### config.mk
export PLATFORM = sky130hd
export DESIGN_NAME = midi_event_capture_ring_unit
export DESIGN_NICKNAME = d
export VERILOG_FILES = /design/src/design/mecr_pkg.sv /design/src/design/mecr_ctrl.sv /design/src/design/mecr_datapath.sv /design/src/design/midi_event_capture_ring_unit.sv
export SDC_FILE = /design/constraint.sdc
export NUM_CORES = 2
export LEC_CHECK = 0
export ABC_CLOCK_PERIOD_IN_PS = 6000
export BUFFER_PORTS_ARGS = -buffer_cell sky130_fd_sc_hd__clkbuf_2
export CORE_MARGIN = 4
export CORE_UTILIZATION = 55
export DETAILED_ROUTE_END_ITERATION = 16
export PLACE_DENSITY = 0.76
export SYNTH_ARGS = -nofsm -noshare
export SYNTH_HDL_FRONTEND = slang
export SYNTH_SLANG_ARGS = --single-unit
export TNS_END_PERCENT = 20
### constraint.sdc
create_clock -name clock -period 6 [get_ports clock]
set_input_delay 0.6 -clock clock [delete_from_list [all_inputs] [get_ports clock]]
set_output_delay 0.6 -clock clock [all_outputs]
set_load 0.1 [all_outputs]
### src/design/mecr_pkg.sv
// ----------------------------------------------------------------------------
// mecr_pkg
// Types and constants shared by the MIDI event capture ring modules.
// ----------------------------------------------------------------------------
`default_nettype none

package mecr_pkg;

   localparam int CAPACITY_DEF = 64;

   // status byte high nibbles
   localparam logic [3:0] NIB_NOTE_OFF = 4'h8;
   localparam logic [3:0] NIB_NOTE_ON  = 4'h9;
   localparam logic [3:0] NIB_CONTROL  = 4'hb;
   localparam logic [3:0] NIB_BEND     = 4'he;

   // event kinds
   localparam logic [2:0] KIND_NOTE_OFF = 3'd0;
   localparam logic [2:0] KIND_NOTE_ON  = 3'd1;
   localparam logic [2:0] KIND_CONTROL  = 3'd2;
   localparam logic [2:0] KIND_BEND     = 3'd3;
   localparam logic [2:0] KIND_OTHER    = 3'd4;

   // request codes
   localparam logic REQ_PUSH  = 1'b0;
   localparam logic REQ_DRAIN = 1'b1;

   typedef struct packed {
      logic       req_type;
      logic [7:0] status_byte;
      logic [7:0] first_data;
      logic [7:0] second_data;
      logic [1:0] msg_len;
   } req_item_type;

   typedef struct packed {
      logic [2:0]  event_kind;
      logic [3:0]  channel;
      logic [6:0]  data_one;
      logic [6:0]  data_two;
      logic        last;
      logic [31:0] total_seen;
   } rsp_item_type;

   typedef struct packed {
      logic [2:0] event_kind;
      logic [3:0] channel;
      logic [6:0] data_one;
      logic [6:0] data_two;
   } event_entry_type;

   // controller to datapath
   typedef struct packed {
      logic push;
      logic load_drain;
      logic issue_read;
   } mecr_cmd_type;

   // datapath to controller
   typedef struct packed {
      logic drain_nonempty;
      logic final_read;
   } mecr_status_type;

endpackage

`default_nettype wire

### src/design/mecr_ctrl.sv
// ----------------------------------------------------------------------------
// mecr_ctrl
// Controller: takes requests and sequences the drain reads.
// ----------------------------------------------------------------------------
`default_nettype none

module mecr_ctrl
   import mecr_pkg::*;
(
   input  wire logic            clock,
   input  wire logic            reset,
   input  wire logic            start,
   input  wire logic            req_kind,
   input  wire mecr_status_type status,
   output mecr_cmd_type         cmd,
   output logic                 busy
);

   typedef enum logic {
      ST_IDLE,
      ST_DRAIN
   } state_type;

   state_type state_ff;
   logic      busy_ff;
   logic      accept;

   assign accept = start && !busy_ff;
   assign busy   = busy_ff;

   always_comb begin
      cmd.push       = accept && (req_kind == REQ_PUSH);
      cmd.load_drain = accept && (req_kind == REQ_DRAIN);
      cmd.issue_read = (state_ff == ST_DRAIN);
   end

   always_ff @(posedge clock) begin
      if (reset) begin
         state_ff <= ST_IDLE;
         busy_ff  <= 1'b0;
      end else begin
         unique case (state_ff)
            ST_IDLE: begin
               if (cmd.load_drain && status.drain_nonempty) begin
                  state_ff <= ST_DRAIN;
                  busy_ff  <= 1'b1;
               end
            end
            ST_DRAIN: begin
               if (status.final_read) begin
                  state_ff <= ST_IDLE;
                  busy_ff  <= 1'b0;
               end
            end
            default: begin
               state_ff <= ST_IDLE;
               busy_ff  <= 1'b0;
            end
         endcase
      end
   end

endmodule

`default_nettype wire

### src/design/mecr_datapath.sv
// ----------------------------------------------------------------------------
// mecr_datapath
// Classifier, event ring memory, write and read counters, result register.
// ----------------------------------------------------------------------------
`default_nettype none

module mecr_datapath
   import mecr_pkg::*;
#(
   parameter int CAPACITY = CAPACITY_DEF
)(
   input  wire logic         clock,
   input  wire logic         reset,
   input  wire req_item_type req_data,
   input  wire mecr_cmd_type cmd,
   output mecr_status_type   status,
   output logic              rsp_strobe,
   output rsp_item_type      rsp_data
);

   localparam int SLOT_W = (CAPACITY > 1) ? $clog2(CAPACITY) : 1;
   localparam int CNT_W  = $clog2(CAPACITY + 1);
   localparam longint unsigned WRAP_MOD = (64'd1 << 32) % CAPACITY;

   event_entry_type  event_store_ff [CAPACITY];
   event_entry_type  new_entry;
   event_entry_type  rd_entry_ff;

   logic [31:0]       wcount_ff;
   logic [SLOT_W-1:0] wslot_ff;
   logic [31:0]       rcount_ff;
   logic [SLOT_W-1:0] rslot_ff;

   logic [31:0]       pos_count_ff, pos_count_in;
   logic [SLOT_W-1:0] pos_slot_ff, pos_slot_in;
   logic [CNT_W-1:0]  remain_ff, remain_in;

   logic              rsp_valid_ff;
   logic              rsp_last_ff;

   logic [31:0]       gap;
   logic              behind;
   logic [SLOT_W:0]   wrap_sum;
   logic [SLOT_W-1:0] behind_slot;

   // slot follows count mod capacity, including the 32-bit wrap
   function automatic logic [SLOT_W-1:0] next_slot(input logic [31:0] count,
                                                   input logic [SLOT_W-1:0] slot);
      logic [SLOT_W-1:0] result;
      if (count == 32'hffff_ffff) begin
         result = '0;
      end else if (slot == SLOT_W'(CAPACITY - 1)) begin
         result = '0;
      end else begin
         result = slot + SLOT_W'(1);
      end
      return result;
   endfunction

   // classifier
   always_comb begin
      new_entry.channel  = req_data.status_byte[3:0];
      new_entry.data_one = req_data.first_data[6:0];
      new_entry.data_two = (req_data.msg_len == 2'd3) ? req_data.second_data[6:0] : 7'd0;
      unique case (req_data.status_byte[7:4])
         NIB_NOTE_OFF: new_entry.event_kind = KIND_NOTE_OFF;
         NIB_NOTE_ON:  new_entry.event_kind = (new_entry.data_two == 7'd0) ?
                                              KIND_NOTE_OFF : KIND_NOTE_ON;
         NIB_CONTROL:  new_entry.event_kind = KIND_CONTROL;
         NIB_BEND:     new_entry.event_kind = KIND_BEND;
         default:      new_entry.event_kind = KIND_OTHER;
      endcase
      if (req_data.msg_len < 2'd2) begin
         new_entry = '{event_kind: KIND_OTHER, channel: 4'd0, data_one: 7'd0,
                       data_two: 7'd0};
      end
   end

   // drain start: skip ahead when more than a ring behind
   always_comb begin
      gap      = wcount_ff - rcount_ff;
      behind   = gap > 32'(CAPACITY);
      // (write_count - CAPACITY) mod CAPACITY when that subtraction wraps
      wrap_sum = (SLOT_W + 1)'(WRAP_MOD) + {1'b0, wslot_ff};
      if (wcount_ff >= 32'(CAPACITY)) begin
         behind_slot = wslot_ff;
      end else if (wrap_sum >= (SLOT_W + 1)'(CAPACITY)) begin
         behind_slot = SLOT_W'(wrap_sum - (SLOT_W + 1)'(CAPACITY));
      end else begin
         behind_slot = wrap_sum[SLOT_W-1:0];
      end
      status.drain_nonempty = (gap != 32'd0);
      status.final_read     = (remain_ff == CNT_W'(1));
   end

   always_comb begin
      priority if (cmd.load_drain) begin
         pos_count_in = behind ? (wcount_ff - 32'(CAPACITY)) : rcount_ff;
         pos_slot_in  = behind ? behind_slot : rslot_ff;
         remain_in    = behind ? CNT_W'(CAPACITY) : gap[CNT_W-1:0];
      end else if (cmd.issue_read) begin
         pos_count_in = pos_count_ff + 32'd1;
         pos_slot_in  = next_slot(pos_count_ff, pos_slot_ff);
         remain_in    = remain_ff - CNT_W'(1);
      end else begin
         pos_count_in = pos_count_ff;
         pos_slot_in  = pos_slot_ff;
         remain_in    = remain_ff;
      end
   end

   always_ff @(posedge clock) begin
      if (cmd.push) begin
         event_store_ff[wslot_ff] <= new_entry;
      end
      if (cmd.issue_read) begin
         rd_entry_ff <= event_store_ff[pos_slot_ff];
      end
   end

   always_ff @(posedge clock) begin
      pos_count_ff <= pos_count_in;
      pos_slot_ff  <= pos_slot_in;
      rsp_last_ff  <= cmd.issue_read && status.final_read;
   end

   always_ff @(posedge clock) begin
      if (reset) begin
         wcount_ff    <= '0;
         wslot_ff     <= '0;
         rcount_ff    <= '0;
         rslot_ff     <= '0;
         remain_ff    <= '0;
         rsp_valid_ff <= 1'b0;
      end else begin
         remain_ff    <= remain_in;
         rsp_valid_ff <= cmd.issue_read;
         if (cmd.push) begin
            wcount_ff <= wcount_ff + 32'd1;
            wslot_ff  <= next_slot(wcount_ff, wslot_ff);
         end
         if (cmd.load_drain) begin
            rcount_ff <= wcount_ff;
            rslot_ff  <= wslot_ff;
         end
      end
   end

   assign rsp_strobe = rsp_valid_ff;

   always_comb begin
      rsp_data.event_kind = rd_entry_ff.event_kind;
      rsp_data.channel    = rd_entry_ff.channel;
      rsp_data.data_one   = rd_entry_ff.data_one;
      rsp_data.data_two   = rd_entry_ff.data_two;
      rsp_data.last       = rsp_last_ff;
      rsp_data.total_seen = wcount_ff;
   end

endmodule

`default_nettype wire

### src/design/midi_event_capture_ring_unit.sv
// ----------------------------------------------------------------------------
// midi_event_capture_ring_unit
// MIDI message classifier feeding an overwrite ring, drained on request.
// ----------------------------------------------------------------------------
//  channel   ports                     transfer
//  request   start, busy, req_data     start high while busy low
//  result    rsp_strobe, rsp_data      every cycle rsp_strobe is high
//
//  a push leaves busy low, so pushes may follow every cycle. a drain holds
//  busy high while it reads the n waiting events (the newest CAPACITY if
//  more wait), one ring read per cycle; each result comes in the cycle after
//  its read, n results in total. a drain with nothing waiting gives no result.
//  reset clears the counters; ring entries need no clearing.
//  the receiver cannot stall: each result is shown for one cycle only.
// ----------------------------------------------------------------------------
`default_nettype none

module midi_event_capture_ring_unit
   import mecr_pkg::*;
#(
   parameter int CAPACITY = CAPACITY_DEF
)(
   input  wire logic   clock,
   input  wire logic   reset,
   input  wire logic   start,
   output logic        busy,
   input  wire req_item_type req_data,
   output logic        rsp_strobe,
   output rsp_item_type rsp_data
);

   mecr_cmd_type    cmd;
   mecr_status_type status;

   mecr_ctrl u_ctrl (
      .clock    (clock),
      .reset    (reset),
      .start    (start),
      .req_kind (req_data.req_type),
      .status   (status),
      .cmd      (cmd),
      .busy     (busy)
   );

   mecr_datapath #(
      .CAPACITY (CAPACITY)
   ) u_datapath (
      .clock      (clock),
      .reset      (reset),
      .req_data   (req_data),
      .cmd        (cmd),
      .status     (status),
      .rsp_strobe (rsp_strobe),
      .rsp_data   (rsp_data)
   );

endmodule

`default_nettype wire
# Word-level counts from Yosys, hierarchy flattened
# Memories as Yosys holds them, arrays and structs flattened. A register that Yosys moved wholly into a read port is not among the register bits.
# Index checks and enable logic that the tools add are counted.
classes:
  n_reduce_logical: 10
  n_eq_ne: 12
  magnitude_cmp: 4
  n_addsub: 8
  bitwise: 2
  mux: 27
op_table:
  columns: ["cell", "count"]
  rows:
  - ["2-to-1 mux 32 bit", 3]
  - ["adder 32 x 1 -> 32 bit, second input constant", 2]
  - ["equality test 32 bit, second input constant", 2]
  - ["2-to-1 mux 6 bit", 9]
  - ["greater-or-equal comparator 32 x 7 -> 1 bit, second input constant", 1]
  - ["> comparator 32 x 7 -> 1 bit, second input constant", 1]
  - ["nonzero test 32 bit", 1]
  - ["subtractor 32 bit", 1]
  - ["subtractor 32 x 7 -> 32 bit, second input constant", 1]
  - ["2-to-1 mux 7 bit", 4]
  - ["2-to-1 mux 21 bit", 1]
  - ["equality test 4 bit, second input constant", 4]
  - ["adder 6 x 1 -> 6 bit, second input constant", 2]
  - ["equality test 6 bit, second input constant", 2]
  - ["one-hot mux 3 bit (4 select lines)", 1]
  - ["equality test 7 x 1 -> 1 bit, second input constant", 1]
  - ["greater-or-equal comparator 6 x 7 -> 1 bit, second input constant", 1]
  - ["zero test 7 bit", 1]
  - ["2-to-1 mux 1 bit", 7]
  - ["subtractor 7 x 1 -> 7 bit, second input constant", 1]
  - ["subtractor 6 x 1 -> 6 bit, second input constant", 1]
  - ["logical AND 1 bit", 5]
  - ["!= test 2 x 1 -> 1 bit, second input constant", 2]
  - ["one-hot mux 1 bit (2 select lines)", 2]
  - ["6 further kinds", 7]
word_totals:
  ramBits: 1344
  out_inout_bits: 56
  reg_bits: 125
  wordCells: 75
  inputBits: 30
  mem_count: 1
mem_list:
  columns: ["name", "words", "width", "rd", "rd_ports_with_merged_regs", "write_ports", "line", "rtl"]
  rows:
  - ["u_datapath.event_store_ff", 64, 21, 1, 1, 1, "mecr_datapath.sv:25", "event_entry_type event_store_ff [CAPACITY];"]

# Longest topological paths before layout
depth:
  ltp_word: 6
  ltp_mapped: 15
  depth_no_buf: 13

# By module
# Synthesis repeated with hierarchy kept, for this count alone.
unflattened:
  hier_cells: 3459
  hier_area_um2: 61323.8
by_module_without_submodules:
  columns: ["mod", "area_per_inst_um2", "cells_per_inst", "seq_area_each_um2", "instances"]
  rows:
  - ["mecr_datapath", 61213.7, 3448, 43832.0, 1]
  - ["mecr_ctrl", 110.1, 11, 40.0, 1]

# Worst setup path after synthesis
# No wires, ideal clock.
synth_path:
  path_type: "register to register"
  startpoint: "register u_datapath.wcount_ff[0]"
  endpoint: "register u_datapath.pos_count_ff[12] (data pin)"
  slack_ns: 1.418
  arrival_ns: 4.306
  synth_period_minus_slack_ns: 4.582
  setup_time_ns: 0.276
  path_stages_with_launch: 15
  required_ns: 5.724
  path_buffers: 1
  cell_sequence: "dfxtp_1 -> inv_1 -> ha_1 -> inv_1 -> fa_1 -> a211oi_2 -> o21ai_2 -> a21oi_1 -> xnor2_1 -> or4_1 -> or4_4 -> or4_1 -> buf_6 -> nor3_4 -> a311oi_1"
synth_via:
  elab_chain_cells: 4
synth_lines:
  columns: ["item", "line", "rtl"]
  rows:
  - ["from (decl)", "mecr_datapath.sv:29", "logic [31:0] wcount_ff;"]
  - ["from (signal assigned)", "mecr_datapath.sv:139", "wcount_ff <= wcount_ff + 32'd1;"]
  - ["subtractor 32 bit", "mecr_datapath.sv:81", "gap = wcount_ff - rcount_ff;"]
  - ["> comparator 32 x 7 -> 1 bit", "mecr_datapath.sv:82", "behind = gap > 32'(CAPACITY);"]
  - ["2-to-1 mux 32 bit (*)", "mecr_datapath.sv:98", "pos_count_in = behind ? (wcount_ff - 32'(CAPACITY)) : rcount_ff;"]
  - ["2-to-1 mux 32 bit (*)", "mecr_datapath.sv:97", "priority if (cmd.load_drain) begin"]
  - ["via u_datapath.pos_count_in[12]", "mecr_datapath.sv:34", "logic [31:0] pos_count_ff, pos_count_in;"]
  - ["to (signal assigned)", "mecr_datapath.sv:122", "pos_count_ff <= pos_count_in;"]
  - ["to (decl)", "mecr_datapath.sv:34", null]
# Mark *: on every way through the listed nets, which the timed path passes. The rest lies on a longest branch.
# A chain may end at the register's enable or synchronous reset.

# Worst setup path in the final report
layout_path:
  startpoint: "register u_datapath.wcount_ff[0]"
  endpoint: "register u_datapath.pos_count_ff[15] (data pin)"
# Same word-level chain as after synthesis.

==> metrics.yaml <==
route:
  drc_errors: 0
  drtPass1Iterations: 7
  wl_per_cell_um: 27.7
  drt_first_iter_violations: 4205
  vias: 36023
  wirelength_um: 155000
  top_signal_layer_used: "met5"
  route.layer.met1.wl_um: 58300
  wl_met2_um: 75700
  drt.antenna.violating_nets: 0
  met3WireLength_um: 14800
  post_drt_via_cell_ratio: 6.46
synthesis:
  postSynthAreaPerCell_um2: 16.1
  ys_seq_area_frac: 0.707
  postSynth.topFlopCell: "edfxtp_1"
  synth-async-reset-ratio: 0
  netlist_area_um2: 62100
  synthCells: 3865
  synth-seq-cells: 1490
  syn-num-nets: 3935
  number_of_enable_type_register_cells_in_the_synthesized_netlist: 1403
  synthDistinctLibCells: 85
  yosysWarningCount: 0
timing:
  timing.final.setup_violations: 0
  final_critical_path_setup_slack_ns: 1.19
  actual_transition_at_the_worst_max_transition_pin_ns: 1.33
  layout_min_cycle_time_ns: 4.81
  final_hold_violation_count: 0
  slew_violations: 0
  unrepaired_setup_endpoints_after_global_routing: "no"
  finClkSkew_ns: 0.0509
  max_slew_margin: 0.116
  fmaxAchievable_mhz: 208
  setup_tns_ns: 0
  finalCritPeriodShare: 0.801
die:
  coreArea_um2: 111000
  die_x_um: 344
  floorplan.die.height_um: 344
  num_rows: 122
  floorplan.initialDensity: 0.558
  boundaryPins: 86
  die_area_um2: 118000
cells_and_area:
  stdcell_count: 5577
  final_common_cell: "edfxtp_1"
  final_nets: 4035
  final_cell_mix: "edfxtp_1, nand2_1, mux2i_1"
  drive_above_1_share: 0.192
  flow.area_growth_from_synthesis_pct: 11.6
hold_path:
  hp-start: "req_data[26]"
  hold_crit_path_type: "in -> reg"
  worst_hold_path.endpoint: "u_datapath.wcount_ff[0]"
  hold_depth: 4
cts:
  cts-root-buf: "clkbuf_16"
  clock_tree.buffer_depth: 3
  ctsResizeCount: 0
  worst_skew_pair.late_latency_ns: 0.78
  htreeDepth: 4
  post_cts_buffers: 0
  hold_buffers: 0
  tritoncts_num_sinks: 1490
  cts_tree: "built"
  clk_pin_slew_worst_paths_ns: 0.06
  numCtsBuffers: 147
worst_setup_path:
  timing.critical_path.slowest_stage_cell: "or4_1"
  critical_path_s_largest_stage_delay_ns: 0.78
  worst_setup_path_start_kind: "register"
  crit_fanout: 10
  timing.critical_path.to_type: "register"
  crit-reg2reg-launch: "u_datapath.wcount_ff[0]"
  crit_type: "reg -> reg"
  reg2regPathDepth: 13
  critical_path_required_ns: 6.46
  worst_r2r_endpoint: "u_datapath.pos_count_ff[15]"
  crit_chain: "inv_1 > ha_1 > inv_1 > fa_1 > a211oi_2 > o21ai_2 > a21oi_1 > xnor2_1 > or4_1 > or4_4 > or4_1 > nor3_4 > a311oi_1"
  cp.arrival_ns: 5.27
  r2r_setup_slack_ns: 1.19
global_routing:
  first_global_vias: 36208
  globalRouteTotalUtil: 0.263
  global_route.overflow_total: 0
  grt_max_degree: 172
  antenna_found_initial: 8
  grt_first_pass_wirelength_um: 229000
power_and_ir_drop:
  total_power_mw: 25.1
  p_seq_frac: 0.463
  intPower_mw: 18.1
  power.leakage_nw: 22.0
  vdd_ir_drop_max_mv: 0.312
  power.clock.fraction: 0.355
  share_comb_of_total_power: 0.182
  power.net_switching_mw: 7.03
  net_switching_share_of_the_total_power: 0.280
  cellPowerDensity_nw_per_um2: 363
placed_design:
  gp_congestion: 0.884
  dp.final_hpwl_um: 86000
  io_buffers: 83
  dp_cells: 5304
  preCtsSetupSlack_ns: 1.29
outcome:
  status: "completed"
flow_run:
  timing.max_cap.violations: 0
power by group through the flow:
stage	clock network, mW	logic, mW	registers [mW]
final	8.94	4.56	11.6
after global routing	9.49	4.81	11.6
after CTS	9.03	4.52	11.6
after detailed placement	0	4.49	11.9
after global placement	0	4.42	11.8
after floorplan	0	2.78	12.1
layer usage:
layer  up-vias  global-route usage
met5         -                   0
met4         8               0.109
met3       347              0.0593
met2      1819               0.434
met1     18308               0.340
li1      15541                   -
worst max-delay path by stage:
| stage | from | to | slack, ns | depth (start not counted) |
|---|---|---|---|---|
| after floorplan | u_datapath.wcount_ff[0] | u_datapath.pos_count_ff[12] | 1.42 | 14 |
| after global placement | u_datapath.wcount_ff[0] | u_datapath.pos_count_ff[19] | 1.34 | 13 |
| final | u_datapath.wcount_ff[0] | u_datapath.pos_count_ff[15] | 1.19 | 13 |
| after CTS | u_datapath.wcount_ff[0] | u_datapath.pos_count_ff[15] | 1.26 | 13 |
| after detailed placement | u_datapath.wcount_ff[0] | u_datapath.pos_count_ff[15] | 1.29 | 13 |
| after global routing | u_datapath.wcount_ff[13] | u_datapath.remain_ff[1] | 0.89 | 10 |
cells by family after synthesis:
logic type               Yosys count  share of synthesized area
adder cells (fa/ha/maj)           40                    0.00819
XOR/XNOR                         108                     0.0152
flip-flops                      1490                      0.707
AO/OA/AOI/OAI                    693                     0.0700
AND/OR/NAND/NOR                  708                     0.0540
buffers and inverters            294                     0.0199
multiplexers                     532                      0.126
area by class of cell:
class                   count  area, um^2
diodes                      8        20.0
clock buffers             188        3930
clock inverters            77         759
fillers                  7726       42000
inverters                  59         221
multi-input cells        2081       17300
flip-flops and latches   1490       43900
well taps                1488        1860
repair buffers            186        1330
flip-flops by register name, indices dropped and copies added (netlist names):
signal	cells
u_datapath.remain_ff	7
u_datapath.rslot_ff	6
u_ctrl.state_ff	1
u_datapath.event_store_ff	1344
u_datapath.rsp_data	21
u_datapath.rsp_strobe	1
u_datapath.rsp_last_ff	1
u_datapath.rcount_ff	32
u_datapath.pos_count_ff	32
u_datapath.wslot_ff	6
u_datapath.pos_slot_ff	6
u_ctrl.busy	1
u_datapath.wcount_ff	32
stage by stage:
stage,utilization,cell area [um^2],hold WS (ns)
finish,0.622,69300,0.280
floorplan,-,62100,0.436
global route,0.622,69200,0.290
CTS,0.622,69200,0.226
detailed placement,0.580,64600,0.447
global placement,0.580,64600,0.442
synthesized netlist by cell type, types with 47 or more instances:
master,n,share of area
mux2_2,86,0.016
edfxtp_1,1403,0.68
o221ai_1,85,0.012
buf_1,54,0.0033
nand2_1,276,0.017
clkbuf_1,157,0.0095
dfxtp_1,87,0.028
xor2_1,47,0.0066
o22ai_1,87,0.0088
o21ai_0,112,0.0090
xnor2_1,61,0.0086
inv_1,59,0.0036
mux4_2,189,0.069
mux2i_1,257,0.041
nor2_1,176,0.011
a21oi_1,256,0.021
worst max-delay path, delay by kind of cell (launching register included):
kind                     cells  cell delay, ns
AND/OR/NAND/NOR              4            2.45
AO/OA/AOI/OAI                4            0.86
adder cells (fa/ha/maj)      2            0.59
flip-flops                   1            0.37
buffers and inverters        2            0.14
XOR/XNOR                     1            0.10
No activity file was read; power rests on OpenSTA's default activity.
